<file path="src/sv/pinned_lru_variant_cache_defines.svh">
// ----------------------------------------------------------------------------
// pinned_lru_variant_cache_defines
// assertion macros shared by the variant cache rtl
// ----------------------------------------------------------------------------
`ifndef PINNED_LRU_VARIANT_CACHE_DEFINES_SVH
`define PINNED_LRU_VARIANT_CACHE_DEFINES_SVH

// same-cycle implication, sampled on clk, off during rst
`define PLVC_ASSERT_IMPL(label, cond, prop, msg) \
  label: assert property (@(posedge clk) disable iff (rst) (cond) |-> (prop)) \
    else $error(msg);

// next-cycle implication, sampled on clk, off during rst
`define PLVC_ASSERT_NEXT(label, cond, prop, msg) \
  label: assert property (@(posedge clk) disable iff (rst) (cond) |=> (prop)) \
    else $error(msg);

`endif

</file>
<file path="src/sv/plvc_pkg.sv">
// ----------------------------------------------------------------------------
// plvc_pkg
// shared types and constants of the pinned lru variant cache
// ----------------------------------------------------------------------------
package plvc_pkg;

  localparam int SLOTS_DEF      = 16;
  localparam int MAX_ROLES_DEF  = 16;
  localparam int STAMP_BITS_DEF = 32;

  localparam logic [12:0] SIZE_LIMIT = 13'd4096;

  localparam logic [2:0] ST_HIT         = 3'd0;
  localparam logic [2:0] ST_FILLED      = 3'd1;
  localparam logic [2:0] ST_INVALID     = 3'd2;
  localparam logic [2:0] ST_ALL_PINNED  = 3'd3;
  localparam logic [2:0] ST_OPEN_FAILED = 3'd4;
  localparam logic [2:0] ST_LAYOUT      = 3'd5;

  localparam logic [1:0] REG_SLOTS_IN_USE = 2'd0;
  localparam logic [1:0] REG_NUM_ROLES    = 2'd1;

  typedef struct packed {
    logic [3:0]  role;
    logic [12:0] size;
    logic        italic;
  } key_t;

  localparam int KEY_W = $bits(key_t);

  typedef struct packed {
    logic hit;
    logic take;
  } cmp_res_t;

endpackage

</file>
<file path="src/sv/plvc_ram.sv">
// ----------------------------------------------------------------------------
// plvc_ram
// generic one-write one-read ram with registered read data
// ----------------------------------------------------------------------------
module plvc_ram #(
  parameter int WIDTH = 8,
  parameter int DEPTH = 16
) (
  input  logic                                       clk,
  input  logic                                       we,
  input  logic [((DEPTH > 1) ? $clog2(DEPTH) : 1)-1:0] waddr,
  input  logic [WIDTH-1:0]                           wdata,
  input  logic [((DEPTH > 1) ? $clog2(DEPTH) : 1)-1:0] raddr,
  output logic [WIDTH-1:0]                           rdata
);

  logic [WIDTH-1:0] mem [DEPTH];

  always_ff @(posedge clk) begin
    if (we) begin
      mem[waddr] <= wdata;
    end
    rdata <= mem[raddr];
  end

endmodule

</file>
<file path="src/sv/plvc_cmp.sv">
// ----------------------------------------------------------------------------
// plvc_cmp
// shared key match and victim compare unit, one slot per cycle
// ----------------------------------------------------------------------------
module plvc_cmp #(
  parameter int STAMP_BITS = plvc_pkg::STAMP_BITS_DEF
) (
  input  plvc_pkg::key_t         req,
  input  plvc_pkg::key_t         entry_key,
  input  logic [STAMP_BITS-1:0]  entry_stamp,
  input  logic                   entry_valid,
  input  logic                   entry_pinned,
  input  logic                   have,
  input  logic [STAMP_BITS-1:0]  best,
  output plvc_pkg::cmp_res_t     res,
  output logic [STAMP_BITS-1:0]  stamp_eff
);

  import plvc_pkg::*;

  // empty slots count as stamp zero
  assign stamp_eff = entry_valid ? entry_stamp : '0;
  assign res.hit   = entry_valid && (entry_key == req);
  assign res.take  = !entry_pinned && (!have || (stamp_eff < best));

endmodule

</file>
<file path="src/sv/pinned_lru_variant_cache.sv">
// ----------------------------------------------------------------------------
// pinned_lru_variant_cache
// fully associative variant cache with lru replacement and pinning
// ----------------------------------------------------------------------------
// A word is taken when start is high and busy is low. mode 0 looks up the
// key (role_index, pixels, italic); mode 1 begins a layout and unpins all
// active slots. Each word gives one result: done is high for one cycle with
// status and slot. The receiver cannot stall, so results are never held.
// Begin layout and invalid lookups answer in the cycle after start and
// leave busy low. A valid lookup scans the active slots one per cycle
// through the entry ram and the shared compare unit, which sees registered
// read data in the cycle after the address: a hit or the last slot ends
// the scan. Busy stays high for the whole scan, so no new word is taken
// until its result is out.
// cfg_we writes slots_in_use (index 0) or num_roles (index 1) from
// cfg_data; write only while idle. Synchronous reset empties all slots,
// clears pins and the use clock, and sets slots_in_use 16 and num_roles 1.
// No clearing pass is needed: per-slot valid bits mask the ram contents.
// ----------------------------------------------------------------------------
`include "pinned_lru_variant_cache_defines.svh"

module pinned_lru_variant_cache #(
  parameter int SLOTS      = plvc_pkg::SLOTS_DEF,
  parameter int MAX_ROLES  = plvc_pkg::MAX_ROLES_DEF,
  parameter int STAMP_BITS = plvc_pkg::STAMP_BITS_DEF
) (
  input  logic        clk,
  input  logic        rst,
  input  logic        start,
  output logic        busy,
  input  logic        mode,
  input  logic [3:0]  role_index,
  input  logic [12:0] pixels,
  input  logic        italic,
  input  logic        open_ok,
  output logic        done,
  output logic [2:0]  status,
  output logic [3:0]  slot,
  input  logic        cfg_we,
  input  logic [1:0]  cfg_index,
  input  logic [4:0]  cfg_data
);

  import plvc_pkg::*;

  localparam int AW = (SLOTS > 1) ? $clog2(SLOTS) : 1;
  localparam int CW = $clog2(SLOTS + 1);
  localparam int WW = KEY_W + STAMP_BITS;

  localparam logic [0:0] S_IDLE = 1'b0;
  localparam logic [0:0] S_SCAN = 1'b1;

  logic [0:0]            state;
  logic [4:0]            slots_in_use;
  logic [4:0]            num_roles;
  logic [STAMP_BITS-1:0] use_clock;
  logic [SLOTS-1:0]      valid_bits;
  logic [SLOTS-1:0]      pinned_bits;

  key_t                  req;
  logic                  req_open;
  logic [CW-1:0]         idx;
  logic                  pend;
  logic [AW-1:0]         pidx;
  logic                  have;
  logic [AW-1:0]         vic;
  logic [STAMP_BITS-1:0] best;

  logic [CW-1:0]         n_eff;
  logic                  accept;
  logic                  req_ok;
  key_t                  in_key;
  logic [STAMP_BITS-1:0] clock_inc;
  logic [STAMP_BITS-1:0] clock_next;
  logic                  pend_last;

  logic [WW-1:0]         rdata;
  logic                  ram_we;
  logic [AW-1:0]         waddr;
  key_t                  entry_key;
  logic [STAMP_BITS-1:0] entry_stamp;
  cmp_res_t              res;
  logic [STAMP_BITS-1:0] stamp_eff;
  logic                  have_n;
  logic [AW-1:0]         vic_n;

  assign busy   = (state != S_IDLE);
  assign accept = start && !busy;
  assign n_eff  = (int'(slots_in_use) > SLOTS) ? CW'(SLOTS) : CW'(slots_in_use);
  assign req_ok = (int'(role_index) < int'(num_roles)) && (int'(role_index) < MAX_ROLES) &&
                  (pixels != 13'd0) && (pixels <= SIZE_LIMIT);

  assign in_key.role   = role_index;
  assign in_key.size   = pixels;
  assign in_key.italic = italic;

  // use clock wraps to one, never zero
  assign clock_inc  = use_clock + STAMP_BITS'(1);
  assign clock_next = (clock_inc == '0) ? STAMP_BITS'(1) : clock_inc;

  assign pend_last   = ((CW'(pidx) + CW'(1)) == n_eff);
  assign entry_key   = key_t'(rdata[WW-1 -: KEY_W]);
  assign entry_stamp = rdata[STAMP_BITS-1:0];

  plvc_cmp #(
    .STAMP_BITS (STAMP_BITS)
  ) u_cmp (
    .req          (req),
    .entry_key    (entry_key),
    .entry_stamp  (entry_stamp),
    .entry_valid  (valid_bits[pidx]),
    .entry_pinned (pinned_bits[pidx]),
    .have         (have),
    .best         (best),
    .res          (res),
    .stamp_eff    (stamp_eff)
  );

  assign have_n = have || res.take;
  assign vic_n  = res.take ? pidx : vic;
  assign ram_we = (state == S_SCAN) && pend &&
                  (res.hit || (pend_last && have_n && req_open));
  assign waddr  = res.hit ? pidx : vic_n;

  plvc_ram #(
    .WIDTH (WW),
    .DEPTH (SLOTS)
  ) u_ram (
    .clk   (clk),
    .we    (ram_we),
    .waddr (waddr),
    .wdata ({req, use_clock}),
    .raddr (idx[AW-1:0]),
    .rdata (rdata)
  );

  always_ff @(posedge clk) begin
    if (rst) begin
      state        <= S_IDLE;
      done         <= 1'b0;
      slots_in_use <= 5'd16;
      num_roles    <= 5'd1;
      use_clock    <= '0;
      valid_bits   <= '0;
      pinned_bits  <= '0;
      pend         <= 1'b0;
      have         <= 1'b0;
      idx          <= '0;
    end else begin
      done <= 1'b0;
      if (cfg_we) begin
        case (cfg_index)
          REG_SLOTS_IN_USE: slots_in_use <= cfg_data;
          REG_NUM_ROLES:    num_roles    <= cfg_data;
          default: ;
        endcase
      end
      case (state)
        S_IDLE: begin
          if (accept) begin
            if (mode) begin
              for (int i = 0; i < SLOTS; i++) begin
                if (CW'(i) < n_eff) begin
                  pinned_bits[i] <= 1'b0;
                end
              end
              done   <= 1'b1;
              status <= ST_LAYOUT;
              slot   <= 4'd0;
            end else if (!req_ok) begin
              done   <= 1'b1;
              status <= ST_INVALID;
              slot   <= 4'd0;
            end else begin
              use_clock <= clock_next;
              req       <= in_key;
              req_open  <= open_ok;
              if (n_eff == '0) begin
                done   <= 1'b1;
                status <= ST_ALL_PINNED;
                slot   <= 4'd0;
              end else begin
                state <= S_SCAN;
                idx   <= '0;
                pend  <= 1'b0;
                have  <= 1'b0;
              end
            end
          end
        end
        S_SCAN: begin
          pend <= (idx < n_eff);
          pidx <= idx[AW-1:0];
          idx  <= idx + CW'(1);
          if (pend) begin
            if (res.hit) begin
              pinned_bits[pidx] <= 1'b1;
              done   <= 1'b1;
              status <= ST_HIT;
              slot   <= 4'(pidx);
              state  <= S_IDLE;
              pend   <= 1'b0;
            end else begin
              have <= have_n;
              vic  <= vic_n;
              if (res.take) begin
                best <= stamp_eff;
              end
              if (pend_last) begin
                state <= S_IDLE;
                pend  <= 1'b0;
                done  <= 1'b1;
                if (!have_n) begin
                  status <= ST_ALL_PINNED;
                  slot   <= 4'd0;
                end else if (!req_open) begin
                  status <= ST_OPEN_FAILED;
                  slot   <= 4'd0;
                end else begin
                  status             <= ST_FILLED;
                  slot               <= 4'(vic_n);
                  valid_bits[vic_n]  <= 1'b1;
                  pinned_bits[vic_n] <= 1'b1;
                end
              end
            end
          end
        end
        default: begin
          state <= S_IDLE;
        end
      endcase
    end
  end

  `PLVC_ASSERT_IMPL(a_done_idle, done, !busy, "result strobe while scan still running")
  `PLVC_ASSERT_NEXT(a_scan_starts, accept && !mode && req_ok && (n_eff != '0), busy,
                    "valid lookup did not start a scan")
  `PLVC_ASSERT_IMPL(a_clock_nonzero, done && ((status == ST_HIT) || (status == ST_FILLED)),
                    use_clock != '0, "use clock zero after stamping a slot")
  `PLVC_ASSERT_IMPL(a_pend_in_scan, pend, busy, "compare pending outside scan")

endmodule

</file>
<file path="config.mk">
export PLATFORM = sky130hd
export DESIGN_NAME = pinned_lru_variant_cache
export DESIGN_NICKNAME = d
export VERILOG_FILES = /design/src/sv/plvc_pkg.sv /design/src/sv/plvc_ram.sv /design/src/sv/plvc_cmp.sv /design/src/sv/pinned_lru_variant_cache.sv
export VERILOG_INCLUDE_DIRS = /design/src /design/src/sv
export SDC_FILE = /design/constraint.sdc
export NUM_CORES = 1
export LEC_CHECK = 0
export BUFFER_PORTS_ARGS = -buffer_cell sky130_fd_sc_hd__buf_2
export CAP_MARGIN = 20
export CORE_ASPECT_RATIO = 1.75
export CORE_MARGIN = 4
export CORE_UTILIZATION = 68
export DETAILED_ROUTE_END_ITERATION = 10
export PLACE_DENSITY = 0.85
export REMOVE_ABC_BUFFERS = 1
export SLEW_MARGIN = 40
export SYNTH_ARGS = -nofsm -noshare
export SYNTH_HDL_FRONTEND = slang
export SYNTH_SLANG_ARGS = --single-unit
</file>
<file path="constraint.sdc">
create_clock -name clk -period 10.76 [get_ports clk]
set_input_delay 3.228 -clock clk [delete_from_list [all_inputs] [get_ports clk]]
set_output_delay 3.228 -clock clk [all_outputs]
set_load 0.005 [all_outputs]
</file>
# [Word-level counts from Yosys, hierarchy flattened]
# Memory sizes are Yosys's and may differ from the RTL's. A register that Yosys moved wholly into a read port is not among the register bits.
# Index checks and enable logic that the tools add are counted.
[totals] mem_count=1 reg_bits=149 ramBits=800
[op_classes] reduce_logical=48 addsub=3 bitwise=7 n_eq_ne=30 n_mux=91 order_cmp=25
[memory_table] name="u_ram.mem" words=16 word_bits=50 rd=1 rd_ports_with_merged_regs=1 write_ports=1 line="plvc_ram.sv:17" source="logic [WIDTH-1:0] mem [DEPTH];"
[ops] operator="$mux W16" count=7
[ops] operator="$reduce_and A7 Y1" count=16
[ops] operator="$mux W32" count=2
[ops] operator="$or A16 B16 Y16" count=3
[ops] operator="$mux W1" count=45
[ops] operator="$mux W4" count=11
[ops] operator="$ne A2 B2 Y1 const B" count=22
[ops] operator="$lt A4 B5 Y1 const A" count=8
[ops] operator="$add A32 B1 Y32 const B" count=1
[ops] operator="$logic_not A32 Y1" count=1
[ops] operator="$lt A32 B32 Y1" count=1
[ops] operator="$pmux W16 S2" count=1
[ops] operator="$mux W3" count=9
[ops] operator="$mux W5" count=5
[ops] operator="$lt A3 B5 Y1 const A" count=4
[ops] operator="$eq A18 B18 Y1" count=1
[ops] operator="$reduce_and A5 Y1" count=3
[ops] operator="$le A13 B13 Y1 const B" count=1
[ops] operator="$reduce_bool A13 Y1" count=1
[ops] operator="$reduce_and A4 Y1" count=3
[ops] operator="$reduce_and A6 Y1" count=2
[ops] operator="$logic_and A1 B1 Y1" count=11
[ops] operator="$lt A1 B5 Y1 const A" count=2
[ops] operator="$lt A2 B5 Y1 const A" count=2
[ops] operator="24 further kinds" count=42

# [Depth between registers and ports, before layout]
[depth] ltp_word=18 mapped_depth=16

# [Modules after synthesis]
# From an unflattened synthesis, not the netlist that was laid out.
[hier_totals] hier_cells=2177 area_unflattened_um2=39422.8
[by_module_without_submodules] mod="plvc_ram" n_inst=1 cells_each=1294 area_per_inst_um2=30910.9 seq_area_each_um2=25024.0
[by_module_without_submodules] mod="pinned_lru_variant_cache" n_inst=1 cells_each=707 area_per_inst_um2=7319.5 seq_area_each_um2=3643.5
[by_module_without_submodules] mod="plvc_cmp" n_inst=1 cells_each=176 area_per_inst_um2=1192.4 seq_area_each_um2=0.0

# [Worst setup path after synthesis]
# OpenSTA, ideal clock, no wires.
[synth_path] kind="register -> register" startpoint="register pidx[0]" endpoint="memory u_ram.mem[2][0] in the netlist's numbering (enable)" slack_ns=4.496 setup_time_ns=0.458 arrival_ns=5.807 stages_incl_launch_ff=17 synth_period_minus_slack_ns=6.264 required_time_ns=10.302 cell_sequence="edfxtp_1 -> buf_4 -> mux4_2 -> mux2i_1 -> mux2_2 -> clkbuf_1 -> nor2b_1 -> ha_1 -> nand4_1 -> nor4_1 -> nand4b_1 -> nor3b_2 -> nor3_2 -> a211oi_4 -> buf_6 -> mux2i_1 -> nor2_1"
[synth_via] elab_chain_cells=13
[synth_rtl] element="start, declared" line="pinned_lru_variant_cache.sv:64" source="logic [AW-1:0] pidx;"
[synth_rtl] element="start signal, assigned" line="pinned_lru_variant_cache.sv:193" source="pidx <= idx[AW-1:0];"
[synth_rtl] element="$bmux W1 S4 (*)" line="pinned_lru_variant_cache.sv:111" source=".entry_valid (valid_bits[pidx]),"
[synth_rtl] element="$mux W1 (not written as such) (*)" line="pinned_lru_variant_cache.sv:111"
[synth_rtl] element="$mux W32 (*)" line="plvc_cmp.sv:22" source="assign stamp_eff = entry_valid ? entry_stamp : '0;"
[synth_rtl] element="net stamp_eff[27]" line="pinned_lru_variant_cache.sv:83" source="logic [STAMP_BITS-1:0] stamp_eff;"
[synth_rtl] element="$lt A32 B32 Y1 (*)" line="plvc_cmp.sv:24" source="assign res.take = !entry_pinned && (!have || (stamp_eff < best));"
[synth_rtl] element="$logic_or A1 B1 Y1 (*)" line="plvc_cmp.sv:24"
[synth_rtl] element="$logic_and A1 B1 Y1 (*)" line="plvc_cmp.sv:24"
[synth_rtl] element="$logic_or A1 B1 Y1" line="pinned_lru_variant_cache.sv:119" source="assign have_n = have || res.take;"
[synth_rtl] element="$logic_and A1 B1 Y1 (2 in series)" line="pinned_lru_variant_cache.sv:122" source="(res.hit || (pend_last && have_n && req_open));"
[synth_rtl] element="$logic_or A1 B1 Y1" line="pinned_lru_variant_cache.sv:122"
[synth_rtl] element="$logic_and A1 B1 Y1" line="pinned_lru_variant_cache.sv:121" source="assign ram_we = (state == S_SCAN) && pend &&"
[synth_rtl] element="$mux W1" line="plvc_ram.sv:20" source="if (we) begin"
[synth_rtl] element="$mux W1 (not written as such)" line="plvc_ram.sv:21" source="mem[waddr] <= wdata;"
[synth_rtl] element="end, declared" line="plvc_ram.sv:17"
# The timed path passes the listed nets; every way through them passes the cells marked *. The select of a mux whose other input is x is not followed.

# [Worst setup path after layout]
[layout_path] startpoint="register pidx[0]" endpoint="memory u_ram.mem[3][44] in the netlist's numbering (enable)"
# Same word-level chain as after synthesis.

==> results by group <==
Logic synthesis
  • Post-Syn Area: 39900 µm²
  • Mapped Cells: 2120
  • #FFs+latches synth: 999
  • Post-synth top area share: 65.1%
  • FFs w/ async S/R, synth: 0%
  • Sequential area share after synthesis: 71.8%
  • Post-synth cell types: 83
  • Top FF cell, synth: edfxtp_1
  • Cell taking the most area after synthesis: edfxtp_1
  • Largest cells by area after synthesis: edfxtp_1 (65%), mux4_2 (15%), dfxtp_1 (6.7%)
  • Avg Cell Area, Syn: 18.8 µm²
  • Synth warn: 0
  • Number of synthesized flops with an enable pin: 866

Clocking
  • Cts repair resizes: 0
  • CTS Buf Count: 81
  • Worst-skew pair later-pin latency: 650 ps
  • Clock Tree Buf Depth: 3
  • TritonCTS clock tree: built
  • H-tree depth: 3
  • Clock sinks: 999
  • Hold buffer count at CTS: 0
  • Clk root buf: clkbuf_16
  • Postcts setup bufs: 0
  • CTS clk-pin slew, worst paths: 70 ps

Placement
  • DP Cell Count: 2856
  • Hpwl dp: 56400 µm
  • PortBufs: 39
  • RD Place Congestion: 0.934

Die
  • Die ar.: 62800 µm²
  • Core box area: 58100 µm²
  • Die Wd: 191 µm
  • # rows: 117
  • Die Span Y: 329 µm
  • IO Count: 40
  • Initial Utilization: 68.7%

Worst hold path
  • HP Class: reg -> reg

Routing
  • DRC viols: 0
  • DR pass1 iterations: 6
  • Antenna Nets Post-Route: 0
  • Final wirelength: 110000 µm
  • 1st-iter DRT viols: 3372
  • Vias: 22200
  • Via density: 7.36
  • WL/cell: 36.5 µm

Final layout
  • Share of layout cells above drive strength 1: 23.1%
  • Commonest non-fill, non-tap cell in the layout: edfxtp_1
  • Filler cell count: 2892
  • Core Util, Final: 75.5%
  • Final Net Count: 2242
  • Most frequent cells in the layout: edfxtp_1 (866), mux4_2 (258), dfxtp_1 (114)
  • Multi-input logic area: 10700 µm²
  • Post-Layout Cell Count: 3021
  • FF+latch area: 28700 µm²
  • Area growth syn-to-layout: 9.89%

Outcome
  • Status: finished, final reports clean

Timing
  • Least-Margin Pin Slew: 1030 ps
  • Max Fclk: 158 MHz
  • RSZ-0062 raised after global routing: false
  • Max-slew headroom: 30.6%
  • Final Cycle Share: 58.8%
  • Post-Route Skew: 29.9 ps
  • Final TNS setup: 0 ps
  • Final Hold Vio Count: 0
  • Final Critical Period: 6320 ps
  • Slew Viols, Final: 0
  • Final setup fails: 0

Power
  • Sw Pwr: 1490 µW
  • Leak: 0.0128 µW
  • Combinational power share: 1.7%
  • Switching power share of the total: 20.1%
  • VDD IR max: 179 µV
  • Clk network pwr share: 41.9%
  • Int Pwr: 5900 µW
  • Seq pwr share: 56.4%
  • Pwr Total: 7390 µW
  • Pwr dens: 168 nW/µm²

Setup path
  • Crit start category: register
  • Cell family with most CP delay: multiplexers
  • Largest stage delay, worst path: 730 ps
  • Critical path data arrival time: 6660 ps
  • Crit path buffers/inverters: 4
  • Worst-path fanout max: 36
  • Critical path, cell by cell: buf_6, mux4_2, mux2i_1, mux2_2, nor2b_1, ha_1, nand4_1, nor4_1, nand4b_1, a21oi_1, nor3_2, a211oi_4, buf_4, mux2i_1, nor2_4, buf_4, buf_12
  • Crit Path Class: reg -> reg
  • Critical Path Slowest Stage Cell: mux2_2
  • WP data required: 11090 ps
  • Worst Setup End Kind: register

GRT
  • Overflow after GRT: 0
  • First-pass GRT wire length: 161000 µm
  • Antenna violations before repair: 7
  • GRT Overall Usage: 36.0%
  • Largest net degree at the start of global routing: 120
  • Vias in the first global route: 22600

Flow run
  • Max-cap violations: 0
==> per-layer routing <==
metal	wire length, µm	global-route usage [%]
met1	33900	43.0
met2	56800	59.8
met3	9480	6.23
met4	10200	25.2
met5	0	0
==> power groups by stage <==
stage	combinational (µW)	clock, µW	sequential (µW)
floorplan	79.5	0	4260
global placement	114	0	4250
detailed placement	119	0	4250
CTS	123	3110	4170
global route	132	3280	4170
finish	125	3100	4170
==> synth_stat cells, types with 4 or more instances <==
cell / instances
mux4_2: 258
xor2_1: 39
a22o_1: 5
ha_1: 44
a21oi_1: 35
xnor2_1: 21
inv_1: 43
a21o_1: 7
o211a_1: 5
mux2i_1: 48
buf_2: 12
dfxtp_1: 133
mux2_2: 4
a31oi_1: 13
nand3_1: 26
nor2_1: 107
nor4_1: 16
nand2b_1: 9
nor3_1: 30
or2_2: 4
o21ai_0: 37
a41oi_1: 4
buf_1: 18
and2_1: 6
and4_1: 4
nand4_1: 18
or3_1: 14
nor2b_1: 37
o21bai_1: 4
o2bb2ai_1: 15
o31ai_1: 5
and3_1: 11
nand2_1: 68
clkbuf_1: 71
edfxtp_1: 866
==> state kept, by name, indices dropped and copies added, names as in the netlist <==
name and cells:
req_open 1, num_roles 5, valid_bits 16, u_ram.rdata 50
pidx 4, pend 1, pinned_bits 16, done 1
req 18, idx 5, u_ram.mem 800, status 3
slot 4, vic 4, best 32, have 1
slots_in_use 5, busy 1, use_clock 32
==> final timing paths <==
check                 start                to  slack (ps)  cells past startpoint
max reg2reg         pidx[0]  u_ram.mem[3][44]        4440                     17
min reg2reg  valid_bits[13]    valid_bits[13]         470                      1
max                 pidx[0]  u_ram.mem[3][44]        4440                     17
min          valid_bits[13]    valid_bits[13]         470                      1
==> metrics by stage <==
step                setup WS, ps  area, µm²  hold slack [ps]
global route                4160      43900              487
CTS                         4270      43800              468
global placement            4370      41000              445
finish                      4440      43900              471
detailed placement          4390      41100              446
floorplan                   1200      39400              427
==> cell type report <==
type / instances / area share [%]
flip-flops and latches: 999 / 65.4
inverters: 45 / 0.385
repair buffers: 77 / 1.38
diodes: 12 / 0.0685
clock inverters: 45 / 1.16
clock buffers: 107 / 5.01
well taps: 773 / 2.20
multi-input cells: 963 / 24.4
==> logic make-up (layout without fill, tap and decap cells) <==
| logic type | Yosys count | in the layout | share of synthesized area (%) |
|---|---|---|---|
| flops | 999 | 999 | 71.8 |
| simple gates | 375 | 375 | 4.77 |
| mux | 311 | 311 | 15.9 |
| compound gates | 173 | 173 | 3.03 |
| buf+inv | 158 | 274 | 1.79 |
| xor+xnor | 60 | 60 | 1.32 |
| fa+ha+maj | 44 | 44 | 1.38 |
| other cells | 0 | 12 | 0 |
==> worst register-to-register path, cell delays in order, from the launching register on <==
cell,delay [ps]
edfxtp_1,550
buf_6,240
mux4_2,510
mux2i_1,150
mux2_2,730
nor2b_1,210
ha_1,370
nand4_1,220
nor4_1,580
nand4b_1,240
a21oi_1,220
nor3_2,110
a211oi_4,560
buf_4,320
mux2i_1,140
nor2_4,100
buf_4,440
buf_12,290
Power figures use the tool's default switching activity.
